$ cat src/hw/rtl/assert_macros.svh
// Assertion macros shared by the head rotation search RTL.
// Expects signals clk and rst_n in the scope of each use.
`ifndef ASSERT_MACROS_SVH
`define ASSERT_MACROS_SVH
// Property checked on every rising clock edge outside reset
`define ASSERT_CLK(lbl, prop) \
  lbl: assert property (@(posedge clk) disable iff (!rst_n) prop) \
    else $error("%m: check failed");
// Condition that must never hold outside reset
`define ASSERT_NEVER(lbl, cond) \
  `ASSERT_CLK(lbl, !(cond))
`endif

$ cat src/hw/rtl/hrgs_pkg.sv
// Types, constants and the sine table of the head rotation grid search.
// No dependencies; used by every RTL module of the block.
package hrgs_pkg;

  localparam int COORD_BITS     = 12;
  localparam int TRIG_FRAC_BITS = 15;
  localparam int TF             = TRIG_FRAC_BITS;

  localparam int ANG_W   = 8;
  localparam int ERR_W   = 41;
  localparam int TRIG_W  = TF + 2;
  localparam int PROD_W  = 2 * TRIG_W;
  localparam int Q3_W    = 3 * TRIG_W + 1;
  localparam int COEF_W  = TF + 3;
  localparam int MX_W    = COEF_W + COORD_BITS + 1;
  localparam int U_W     = COORD_BITS + 8;
  localparam int SQ_W    = 2 * U_W;
  localparam int SUM_W   = SQ_W + 3;
  localparam int PIPE_D  = 8;
  localparam int NPTS    = 6;

  localparam int IN_DATA_W  = ((NPTS * COORD_BITS + 7) / 8) * 8;
  localparam int OUT_DATA_W = ((3 * ANG_W + ERR_W + 7) / 8) * 8;

  localparam logic [ERR_W-1:0] ERR_MAX = '1;

  localparam logic ACT_UPDATE   = 1'b0;
  localparam logic ACT_ESTIMATE = 1'b1;

  typedef logic signed [ANG_W-1:0]  angle_t;
  typedef logic signed [TRIG_W-1:0] trig_t;
  typedef logic [COORD_BITS-1:0]    coord_t;
  typedef trig_t sin_tab_t [0:90];

  typedef enum logic [1:0] {ST_IDLE, ST_RUN, ST_DRAIN, ST_FINISH} state_t;
  typedef enum logic [1:0] {STG_COARSE, STG_MID, STG_FINE} stage_t;

  typedef struct packed {
    angle_t a3;
    angle_t a2;
    angle_t a1;
  } tri_t;

  typedef struct packed {
    logic   capture;
    logic   update;
    logic   issue;
    logic   first;
    tri_t   ang;
    logic   load_out;
  } hrgs_cmd_t;

  typedef struct packed {
    logic busy;
    tri_t best;
  } hrgs_sts_t;

  // first angle in the lowest bits
  typedef struct packed {
    logic [ERR_W-1:0] err;
    angle_t           third;
    angle_t           second;
    angle_t           first;
  } hrgs_res_t;

  localparam angle_t SPAN_COARSE = 8'sd90;
  localparam angle_t SPAN_MID    = 8'sd10;
  localparam angle_t SPAN_FINE   = 8'sd4;
  localparam angle_t STEP_COARSE = 8'sd15;
  localparam angle_t STEP_MID    = 8'sd5;
  localparam angle_t STEP_FINE   = 8'sd1;

  function automatic angle_t stage_span(input stage_t s);
    case (s)
      STG_COARSE: return SPAN_COARSE;
      STG_MID:    return SPAN_MID;
      STG_FINE:   return SPAN_FINE;
      default:    return SPAN_FINE;
    endcase
  endfunction

  function automatic angle_t stage_step(input stage_t s);
    case (s)
      STG_COARSE: return STEP_COARSE;
      STG_MID:    return STEP_MID;
      STG_FINE:   return STEP_FINE;
      default:    return STEP_FINE;
    endcase
  endfunction

  // pi in Q30 and the Taylor divisors (2k)(2k+1)
  localparam logic [63:0] PI_Q30 = 64'd3373259426;
  localparam logic [63:0] Q30_ONE = 64'd1 << 30;
  localparam logic [63:0] TAYLOR_DIV [1:8] = '{64'd6, 64'd20, 64'd42, 64'd72,
                                               64'd110, 64'd156, 64'd210, 64'd272};

  // Sine of 0..90 degrees, Q30 series rounded to TF fraction bits
  function automatic sin_tab_t build_sin_tab();
    sin_tab_t           t;
    logic [63:0]        x;
    logic [63:0]        term;
    logic [63:0]        r;
    logic signed [63:0] sum;
    for (int d = 0; d <= 90; d++) begin
      x    = (64'(d) * PI_Q30 + 64'd90) / 64'd180;
      term = x;
      sum  = signed'(x);
      for (int k = 1; k <= 8; k++) begin
        term = (((term * x) >> 30) * x) >> 30;
        term = term / TAYLOR_DIV[k];
        if (k[0]) begin
          sum = sum - signed'(term);
        end else begin
          sum = sum + signed'(term);
        end
      end
      if (sum < 0) sum = '0;
      if (unsigned'(sum) > Q30_ONE) sum = signed'(Q30_ONE);
      r    = (unsigned'(sum) + (64'd1 << (29 - TF))) >> (30 - TF);
      t[d] = signed'(r[TRIG_W-1:0]);
    end
    return t;
  endfunction

  localparam sin_tab_t SIN_TAB = build_sin_tab();

  // Sine of a whole degree in -256..255, folded onto the quarter table
  function automatic trig_t sin_deg(input logic signed [8:0] d);
    logic [8:0] m;
    logic       neg;
    logic [6:0] idx;
    trig_t      v;
    neg = d[8];
    m   = neg ? 9'(-d) : 9'(d);
    if (m <= 9'd90) begin
      idx = m[6:0];
    end else if (m <= 9'd180) begin
      idx = 7'(9'd180 - m);
    end else begin
      idx = 7'(m - 9'd180);
      neg = !neg;
    end
    v = SIN_TAB[idx];
    return neg ? -v : v;
  endfunction

  function automatic trig_t cos_deg(input logic signed [8:0] d);
    return sin_deg(9'sd90 - d);
  endfunction

endpackage

$ cat src/hw/rtl/hrgs_ctrl.sv
// Sequencer of the head rotation search: handshakes and the three grid stages.
// Depends on hrgs_pkg; drives hrgs_datapath through command and status structs.
`include "assert_macros.svh"
module hrgs_ctrl (
  input  logic              clk,
  input  logic              rst_n,
  input  logic              in_tvalid,
  input  logic              in_action,
  output logic              in_tready,
  input  logic              out_tready,
  output logic              out_tvalid,
  input  hrgs_pkg::hrgs_sts_t sts,
  output hrgs_pkg::hrgs_cmd_t cmd
);
  import hrgs_pkg::*;

  state_t state_r, state_nxt;
  stage_t stage_r, stage_nxt;
  angle_t off1_r, off2_r, off3_r;
  angle_t off1_nxt, off2_nxt, off3_nxt;
  tri_t   cen_r, cen_nxt;
  logic   out_valid_r, out_valid_nxt;

  angle_t span, step, span_next;
  logic   last1, last2, last3, all_last;
  logic   accept;
  logic   in_span;

  assign span      = stage_span(stage_r);
  assign step      = stage_step(stage_r);
  assign span_next = stage_span(stage_t'(stage_r + 2'd1));
  assign last1     = (off1_r == span);
  assign last2     = (off2_r == span);
  assign last3     = (off3_r == span);
  assign all_last  = last1 && last2 && last3;
  assign accept    = in_tvalid && in_tready;
  assign in_span   = (off1_r >= -span) && (off1_r <= span) &&
                     (off2_r >= -span) && (off2_r <= span) &&
                     (off3_r >= -span) && (off3_r <= span);

  // Next state
  always_comb begin
    state_nxt = state_r;
    case (state_r)
      ST_IDLE: begin
        if (accept && (in_action == ACT_ESTIMATE)) state_nxt = ST_RUN;
      end
      ST_RUN: begin
        if (all_last) state_nxt = ST_DRAIN;
      end
      ST_DRAIN: begin
        if (!sts.busy) state_nxt = (stage_r == STG_FINE) ? ST_FINISH : ST_RUN;
      end
      ST_FINISH: begin
        if (!out_valid_r || out_tready) state_nxt = ST_IDLE;
      end
      default: state_nxt = ST_IDLE;
    endcase
  end

  // Outputs and commands
  always_comb begin
    in_tready    = (state_r == ST_IDLE);
    out_tvalid   = out_valid_r;
    cmd.capture  = accept;
    cmd.update   = accept && (in_action == ACT_UPDATE);
    cmd.issue    = (state_r == ST_RUN);
    cmd.first    = (off1_r == -span) && (off2_r == -span) && (off3_r == -span);
    cmd.ang.a1   = angle_t'(cen_r.a1 + off1_r);
    cmd.ang.a2   = angle_t'(cen_r.a2 + off2_r);
    cmd.ang.a3   = angle_t'(cen_r.a3 + off3_r);
    cmd.load_out = (state_r == ST_FINISH) && (!out_valid_r || out_tready);
  end

  // Loop counters, stage centre and result valid
  always_comb begin
    stage_nxt     = stage_r;
    off1_nxt      = off1_r;
    off2_nxt      = off2_r;
    off3_nxt      = off3_r;
    cen_nxt       = cen_r;
    out_valid_nxt = out_valid_r;
    if (out_valid_r && out_tready) out_valid_nxt = 1'b0;
    if (cmd.load_out) out_valid_nxt = 1'b1;
    case (state_r)
      ST_IDLE: begin
        stage_nxt = STG_COARSE;
        cen_nxt   = '0;
        off1_nxt  = -SPAN_COARSE;
        off2_nxt  = -SPAN_COARSE;
        off3_nxt  = -SPAN_COARSE;
      end
      ST_RUN: begin
        if (!last3) begin
          off3_nxt = angle_t'(off3_r + step);
        end else begin
          off3_nxt = -span;
          if (!last2) begin
            off2_nxt = angle_t'(off2_r + step);
          end else begin
            off2_nxt = -span;
            off1_nxt = angle_t'(off1_r + step);
          end
        end
      end
      ST_DRAIN: begin
        if (!sts.busy && (stage_r != STG_FINE)) begin
          stage_nxt = stage_t'(stage_r + 2'd1);
          cen_nxt   = sts.best;
          off1_nxt  = -span_next;
          off2_nxt  = -span_next;
          off3_nxt  = -span_next;
        end
      end
      default: ;
    endcase
  end

  always_ff @(posedge clk) begin
    if (!rst_n) begin
      state_r     <= ST_IDLE;
      stage_r     <= STG_COARSE;
      off1_r      <= '0;
      off2_r      <= '0;
      off3_r      <= '0;
      cen_r       <= '0;
      out_valid_r <= 1'b0;
    end else begin
      state_r     <= state_nxt;
      stage_r     <= stage_nxt;
      off1_r      <= off1_nxt;
      off2_r      <= off2_nxt;
      off3_r      <= off3_nxt;
      cen_r       <= cen_nxt;
      out_valid_r <= out_valid_nxt;
    end
  end

  `ASSERT_NEVER(a_load_over_full, cmd.load_out && out_valid_r && !out_tready)
  `ASSERT_CLK(a_issue_in_span, cmd.issue |-> in_span)

endmodule

$ cat config.mk
export PLATFORM = sky130hd
export DESIGN_NAME = hrgs_ctrl
export DESIGN_NICKNAME = d
export VERILOG_FILES = /design/src/hw/rtl/hrgs_pkg.sv /design/src/hw/rtl/hrgs_ctrl.sv
export VERILOG_INCLUDE_DIRS = /design/src /design/src/hw/rtl
export SDC_FILE = /design/constraint.sdc
export NUM_CORES = 1
export LEC_CHECK = 0
export BUFFER_PORTS_ARGS = -buffer_cell sky130_fd_sc_hd__buf_4
export CORE_UTILIZATION = 55
export DETAILED_ROUTE_END_ITERATION = 8
export PLACE_DENSITY_LB_ADDON = 0.3
export SYNTH_ARGS = -nofsm -noshare
export SYNTH_HDL_FRONTEND = slang
export SYNTH_SLANG_ARGS = --single-unit
$ cat constraint.sdc
create_clock -name clk -period 10 [get_ports clk]
set_clock_uncertainty 0.05 [all_clocks]
set_input_delay 2 -clock clk [delete_from_list [all_inputs] [get_ports clk]]
set_output_delay 2 -clock clk [all_outputs]
set_load 0.05 [all_outputs]
==> After elaboration in Yosys (flattened, before gate mapping) <==
Cells that the tools add are included.
W data, S select, Z words.
{ "classes": {"n_bitwise": 1, "muxes": 24, "n_addsub": 9, "n_reduce_logical": 24, "eq_ne": 20} }
{ "ops": {"columns": ["op", "n"], "rows": [
  ["$pmux W8 S3", 3],
  ["$add A8 B8 Y8", 6],
  ["$eq A8 B8 Y1", 6],
  ["$mux W8", 6],
  ["$pmux W24 S2", 1],
  ["$pmux W7 S2", 2],
  ["$mux W24", 1],
  ["$neg A8 Y8", 2],
  ["$mux W2", 6],
  ["$logic_and A1 B1 Y1", 10],
  ["$ne A2 B1 Y1 const B", 4],
  ["$ne A2 B2 Y1 const B", 4],
  ["$pmux W2 S4", 1],
  ["$pmux W4 S2", 1],
  ["$reduce_and A4 Y1", 2],
  ["$eq A2 B1 Y1 const B", 3],
  ["$eq A2 B2 Y1 const B", 3],
  ["$logic_not A2 Y1", 3],
  ["$pmux W2 S2", 1],
  ["$reduce_and A2 Y1", 2],
  ["$reduce_bool A2 Y1", 2],
  ["$reduce_and A3 Y1", 1],
  ["$reduce_bool A3 Y1", 1],
  ["$add A2 B1 Y2 const B", 1],
  ["4 further kinds", 6]
]} }
{ "totals": {"input_bits": 30, "wordCells": 87, "output_inout_bits": 31, "regBits": 53} }

==> Depth between registers and ports, before layout <==
Gate-level depths: netlist (run 1).
{ "depth": {"depth_word": 7, "mapped_depth": 14, "depth_no_buf": 11} }

==> Worst setup path before layout (run 1) <==
Ideal clock, no wire load.
{ "synth_timing": {"kind": "input to output", "start": "in in_tvalid", "end": "out cmd[27] (netlist name)", "t_arrival_ns": 2.841, "required_time_ns": 7.950, "setup_slack_ns": 5.109, "path_buffers": 0, "stages": 2, "path_cell_list": "and2_1 > nor2b_1"} }
{ "synth_rtl": {"columns": ["element", "line_no", "rtl"], "rows": [
  ["start: declaration", "hrgs_ctrl.sv:7", "input logic in_tvalid,"],
  ["end: declaration", "hrgs_ctrl.sv:13", "output hrgs_pkg::hrgs_cmd_t cmd"]
]} }

==> impl_metrics.ini, run 1 <==
[cts]
post_cts_resized = 0
cts_max_level = 2
cts_made_buffers = 5
clk_pin_slew_worst_paths_ns = 0.09
cts.sinks = 53
clockBufferDepth = 2
clkLatencyLatePin_ns = 0.31
cts_tree = built
cts-root-buf = clkbuf_8
ctsHoldBuffers = 0
post_cts_buffers = 0

[synthesis]
synth_cell_types = 73
synth_top_area_cell = dfxtp_1
syn_nets = 570
synth_edf_count = 0
syn_area_per_cell_sq_um = 8.31
synthesis.area_sq_um = 4160
yosys_warnings = 0
ys_seq_area_share_pct = 25.5
synthCells = 501
synth_ff_type = dfxtp_1
synth_top_area_share_pct = 25.5
synthTopCellsByArea = dfxtp_1, ha_1, xnor2_1
ys_async_sr_fraction_pct = 0
ys_ff_latch = 53

[worst_setup_path]
worstSetupStartpoint = stage_r[0]
rr_startpoint = stage_r[0]
crit_cells = 8
r2r-end = off1_r[6]
r2r_slack_ns = 5.69
cpPeakStageDelay_ns = 0.74
startpoint_type = register
cp.arrival_ns = 3.12
critPathKind = register to output pin
path_cells = inv_1 -> ha_1 -> clkinv_1 -> o21bai_1 -> nand4_1 -> nor4_1 -> o2111a_1 -> buf_4
cp-end-kind = output pin
crit_slowest_cell = ha_1
cp-endpoint = cmd[25]
crit_buf_inv = 3
cp_max_fo = 24
rr_worst_depth = 11
cp_top_family = buffers and inverters
required_ns = 7.95

[floorplan]
initial_core_util_pct = 57.1
die_h_um = 89.0
io_pins = 61
num_rows = 31
die_area_sq_um = 7920
core_sq_um = 7290
die_w_um = 89.0

[grt]
overflow = 0
grt_pass1_wl_um = 17200
grt_pass1_vias = 3655
grt_max_degree = 60
grt_antenna_before_repair = 0
grt_usage_pct = 27.8

[finish]
mostFrequentLayoutCell = buf_4
final-seq-area_sq_um = 1060
multi_input_area_sq_um = 2870
antennaDiodeCount = 0
final_nets = 605
drive_gt1_share_pct = 15.9
area_delta_synth_final_pct = 13.1
nFillCells = 643
most-common-layout-cells = buf_4, dfxtp_1, nand2_1

[timing]
finalSetupViolations = 0
fin_crit_ns = 5.17
slew_viol_final = 0
fmax_mhz = 193
fin_crit_sh_pct = 51.7
worst_pin_slew_ns = 0.871
rsz0062_at_grt = no
totalNegativeSetupSlack_ns = 0
relSlewSlack_pct = 41.9
final_hold_viol_count = 0

[pwr]
power_switching_uw = 559
p_int_uw = 554
power_mw = 1.11
swShare_pct = 50.2
clkPwrFrac_pct = 13.1
max-vdd-ir-drop_mv = 0.156
seqPwrFrac_pct = 28.3
power.density_nw_per_um2 = 236
leakage_nw = 1.97
combPwrFrac_pct = 58.6

[detailed_routing]
avgViaCountPerCell = 6.14
drc = 0
antenna_left = 0
route.vias.total = 3900
drt_iter0_drc = 400
dr.pass1.iters = 5
routedWlPerCell_um = 16.7
routed_wirelength_um = 10600

[hold_path]
min_path_type = register to register

[status]
status = complete, no violations

[job]
max_cap_violations = 0

[placed_design]
place_hpwl_um = 7480
io_buffers = 60
place.gp.congestion = 0.901
[kinds of logic (layout without fill, tap and decap cells)]
logic type      after synthesis  in the layout  synth area share (%)
simple gates                157            157                  20.4
compound gates              155            155                  27.5
buf+inv                      56             91                  5.65
flops                        53             53                  25.5
fa+ha+maj                    39             39                  12.3
xor+xnor                     38             38                  8.00
mux                           3              3                 0.752
[per-stage QoR]
step	util, %	hold slack [ns]	cells	worst slack [ns]	instance area (sq um)
after floorplan	-	0.425	501	5.11	4160
after global placement	63.1	0.436	628	5.35	4600
after detailed placement	63.1	0.462	628	5.23	4600
after CTS	64.6	0.475	635	4.89	4710
after global routing	64.6	0.507	635	4.56	4710
final	64.6	0.473	635	4.83	4710
[cell usage after synthesis (5+ instances only)]
| cell type | instances |
|---|---|
| a21boi_0 | 5 |
| a21o_1 | 9 |
| a21oi_1 | 27 |
| a22oi_1 | 26 |
| a31oi_1 | 6 |
| and3_1 | 7 |
| buf_2 | 8 |
| clkbuf_1 | 22 |
| dfxtp_1 | 53 |
| ha_1 | 36 |
| inv_1 | 21 |
| nand2_1 | 38 |
| nand2b_1 | 6 |
| nand3_1 | 6 |
| nand4_1 | 5 |
| nor2_1 | 27 |
| nor2b_1 | 36 |
| nor3_1 | 5 |
| o211ai_1 | 5 |
| o21ai_0 | 22 |
| o21bai_1 | 5 |
| xnor2_1 | 26 |
| xor2_1 | 12 |
[state kept, by name (all words and copies together) (netlist names)]
register and count:
off3_r 8, state_r 2, cen_r 24, stage_r 2
off2_r 8, off1_r 8, out_tvalid 1
[metal layers]
layer | track usage, % | part of all wire [%] | vias to the layer above
met1 | 36.0 | 44 | 1834
met2 | 47.7 | 47 | 138
met5 | 0 | 0 | -
met3 | 4.16 | 6.1 | 28
li1 | - | - | 1900
met4 | 9.09 | 2.2 | 0
[worst reg2reg max path, stage by stage (launching register included)]
cell and delay, ns:
dfxtp_1 0.39, inv_1 0.10, ha_1 0.51, nor2_1 0.48, inv_1 0.20, ha_1 0.44
or4b_1 0.50, a221oi_4 0.51, o21ai_2 0.17, a21oi_4 0.43, nand2_1 0.19, o32ai_2 0.27
[power by group through the flow]
| stage | registers (mW) | clock network (mW) | logic (mW) |
|---|---|---|---|
| 3_5_place_dp | 0.316 | 0 | 0.642 |
| 6_report | 0.315 | 0.146 | 0.652 |
| 4_1_cts | 0.311 | 0.147 | 0.648 |
| 3_3_place_gp | 0.315 | 0 | 0.630 |
| 2_1_floorplan | 0.280 | 0 | 0.514 |
| 5_1_grt | 0.320 | 0.156 | 0.705 |
[worst min path at each step]
stage                           from    endpoint  slack [ns]  cells after the start
final                     stage_r[0]  stage_r[0]        0.47                      2
after global routing      stage_r[0]  stage_r[0]        0.51                      2
after CTS                 stage_r[0]  stage_r[0]        0.47                      2
after detailed placement  stage_r[0]  stage_r[0]        0.46                      2
after global placement    stage_r[0]  stage_r[0]        0.44                      2
after floorplan           stage_r[0]  stage_r[0]        0.43                      2
[final cells by class]
cell class,instances,share of cell area (%)
Timing Repair Buffer,62,9.89
Tap cell,99,2.63
Multi-Input combinational cell,392,61.0
Inverter,22,1.75
Sequential cell,53,22.5
Clock buffer,5,1.46
Clock inverter,2,0.744
No activity file was read; power rests on OpenSTA's default activity.
==> run 2, diff against run 1 <==
ABC_AREA = 1   (was not set)
CORE_UTILIZATION = 53   (was 55)
clock period = 4.2 ns   (was 10 ns; I/O delays follow)
==> run 2 against run 1 <==
Net effect:
- register-to-register slack got worse by 4.7 ns
- count of clock-buffer cells in the layout increased by 1
- hold slack got worse by 0.055 ns
- critical path type unchanged
- highest routed layer unchanged
==> impl_metrics.ini, run 2 <==
[status]
status = complete, no violations

[cts]
ctsHoldBuffers = 0
cts_made_buffers = 5
cts.sinks = 53
cts-root-buf = clkbuf_8
post_cts_buffers = 0
cts_max_level = 2
clkLatencyLatePin_ns = 0.32
post_cts_resized = 0
clockBufferDepth = 2
clk_pin_slew_worst_paths_ns = 0.10
cts_tree = built

[placed_design]
io_buffers = 60
place_hpwl_um = 8980
postPlaceCellArea_sq_um = 4890
place.gp.congestion = 0.943

[grt]
overflow = 0
grt_antenna_before_repair = 0
grt_pass1_vias = 4132
grt_usage_pct = 28.4
grt_max_degree = 36
grt_pass1_wl_um = 19700

[timing]
rsz0062_at_grt = no
fin_crit_ns = 3.84
worst_pin_slew_ns = 0.886
fin_crit_sh_pct = 91.5
slew_viol_final = 0
final_hold_viol_count = 0
finalSetupViolations = 0
fmax_mhz = 260
totalNegativeSetupSlack_ns = 0
relSlewSlack_pct = 40.9

[floorplan]
die_w_um = 93.0
die_h_um = 93.0
die_area_sq_um = 8640
core_sq_um = 7850
io_pins = 61
num_rows = 32
initial_core_util_pct = 55.9

[synthesis]
ys_seq_area_share_pct = 24.2
synth_ff_type = dfxtp_1
synth_top_area_share_pct = 24.2
synth_edf_count = 0
yosys-top-cells-count = nand2_1, a21oi_1, inv_1, nand3_1, dfxtp_1
yosys_warnings = 0
synth_top_area_cell = dfxtp_1
syn_nets = 749
synth_cell_types = 36
synthesis.area_sq_um = 4390
syn_area_per_cell_sq_um = 6.45
synthCells = 680
ys_ff_latch = 53
synthTopCellsByArea = dfxtp_1, nand2_1, ha_1
yosysMostFrequentCell = nand2_1
ys_async_sr_fraction_pct = 0

[detailed_routing]
wl_met1_um = 5360
drt_iter0_drc = 348
drc = 0
routedWlPerCell_um = 14.2
wl_met2_um = 5490
antenna_left = 0
highest_layer = met4
dr.pass1.iters = 5
wl_met3_um = 801
avgViaCountPerCell = 5.61
routed_wirelength_um = 11800
route.vias.total = 4665

[finish]
final_cell_area_sq_um = 5010
most-common-layout-cells = nand2_1, inv_1, a21oi_1
mostFrequentLayoutCell = nand2_1
drive_gt1_share_pct = 12.5
multi_input_area_sq_um = 2920
largest_reg_flops = 24
utilization_pct = 63.8
regMostFlops = cen_r
antennaDiodeCount = 0
final_nets = 798
final-seq-area_sq_um = 1060
nFillCells = 736
area_delta_synth_final_pct = 14.2

[pwr]
seqPwrFrac_pct = 25.1
power_switching_mw = 1.59
max-vdd-ir-drop_mv = 0.353
clkPwrFrac_pct = 12.9
combPwrFrac_pct = 62.0
power_mw = 2.95
leakage_nw = 2.40
p_int_mw = 1.36
power.density_nw_per_um2 = 589
swShare_pct = 54.0

[worst_setup_path]
cp.arrival_ns = 2.95
critPathKind = register to output pin
cp-end-kind = output pin
required_ns = 3.31
cp_max_fo = 15
startpoint_type = register

[job]
max_cap_violations = 0

[hold_path]
min_path_type = register to register
==> run 2: cells by family (layout without fill, tap and decap cells) <==
logic type | count (synthesis) | count (layout) | share of synthesized area (%)
AOI/OAI and AO/OA | 118 | 118 | 14.1
xor gates and xnor gates | 30 | 30 | 6.16
adders and majority gates | 39 | 39 | 11.6
buffers and inverters | 101 | 151 | 9.33
DFF | 53 | 53 | 24.2
and+or+nand+nor | 339 | 339 | 34.6
==> run 2: critical path, cell delays in order (launching register included) <==
cell,delay (ns)
dfxtp_1,0.35
inv_1,0.13
ha_1,0.76
inv_6,0.12
nand2_4,0.16
nand2_1,0.08
nand2_1,0.10
nand2_1,0.07
nor3_1,0.13
nand4_1,0.09
nor4_1,0.34
buf_4,0.28
==> run 2: metal layers <==
metal | GRT usage, % | up-vias
met1 | 40.0 | 2144
met3 | 3.04 | 22
met5 | 0 | -
met4 | 7.95 | 0
met2 | 45.6 | 181
li1 | - | 2318
==> run 2: layout make-up <==
type	instances	area share [%]
Tap cell	102	2.55
Sequential cell	53	21.2
Timing Repair Buffer	64	9.60
Inverter	79	6.02
Clock inverter	2	0.750
Clock buffer	6	1.65
Multi-Input combinational cell	526	58.2
==> run 2: power groups by stage <==
stage               clock [mW]  sequential (mW)  combinational (mW)
floorplan                    0            0.694                1.39
global placement             0            0.745                1.77
detailed placement           0            0.747                1.80
CTS                      0.378            0.736                1.81
global route             0.398            0.754                2.01
finish                   0.380            0.740                1.83
==> run 2: per-stage QoR <==
step	worst slack [ns]	hold WS (ns)	std cells
CTS	0.429	0.424	832
global route	0.215	0.441	832
finish	0.359	0.419	832
detailed placement	0.780	0.411	824
floorplan	0.463	0.395	680
global placement	0.873	0.406	824
==> run 2: path summary, 6_finish.rpt <==
| kind | startpoint | to | slack [ns] | cells past startpoint |
|---|---|---|---|---|
| worst max-delay path | stage_r[0] | cmd[25] | 0.36 | 11 |
| worst min-delay path | cen_r[14] | cen_r[14] | 0.42 | 2 |
| worst max register to register | stage_r[0] | off2_r[3] | 0.99 | 13 |
| worst min register to register | cen_r[14] | cen_r[14] | 0.42 | 2 |
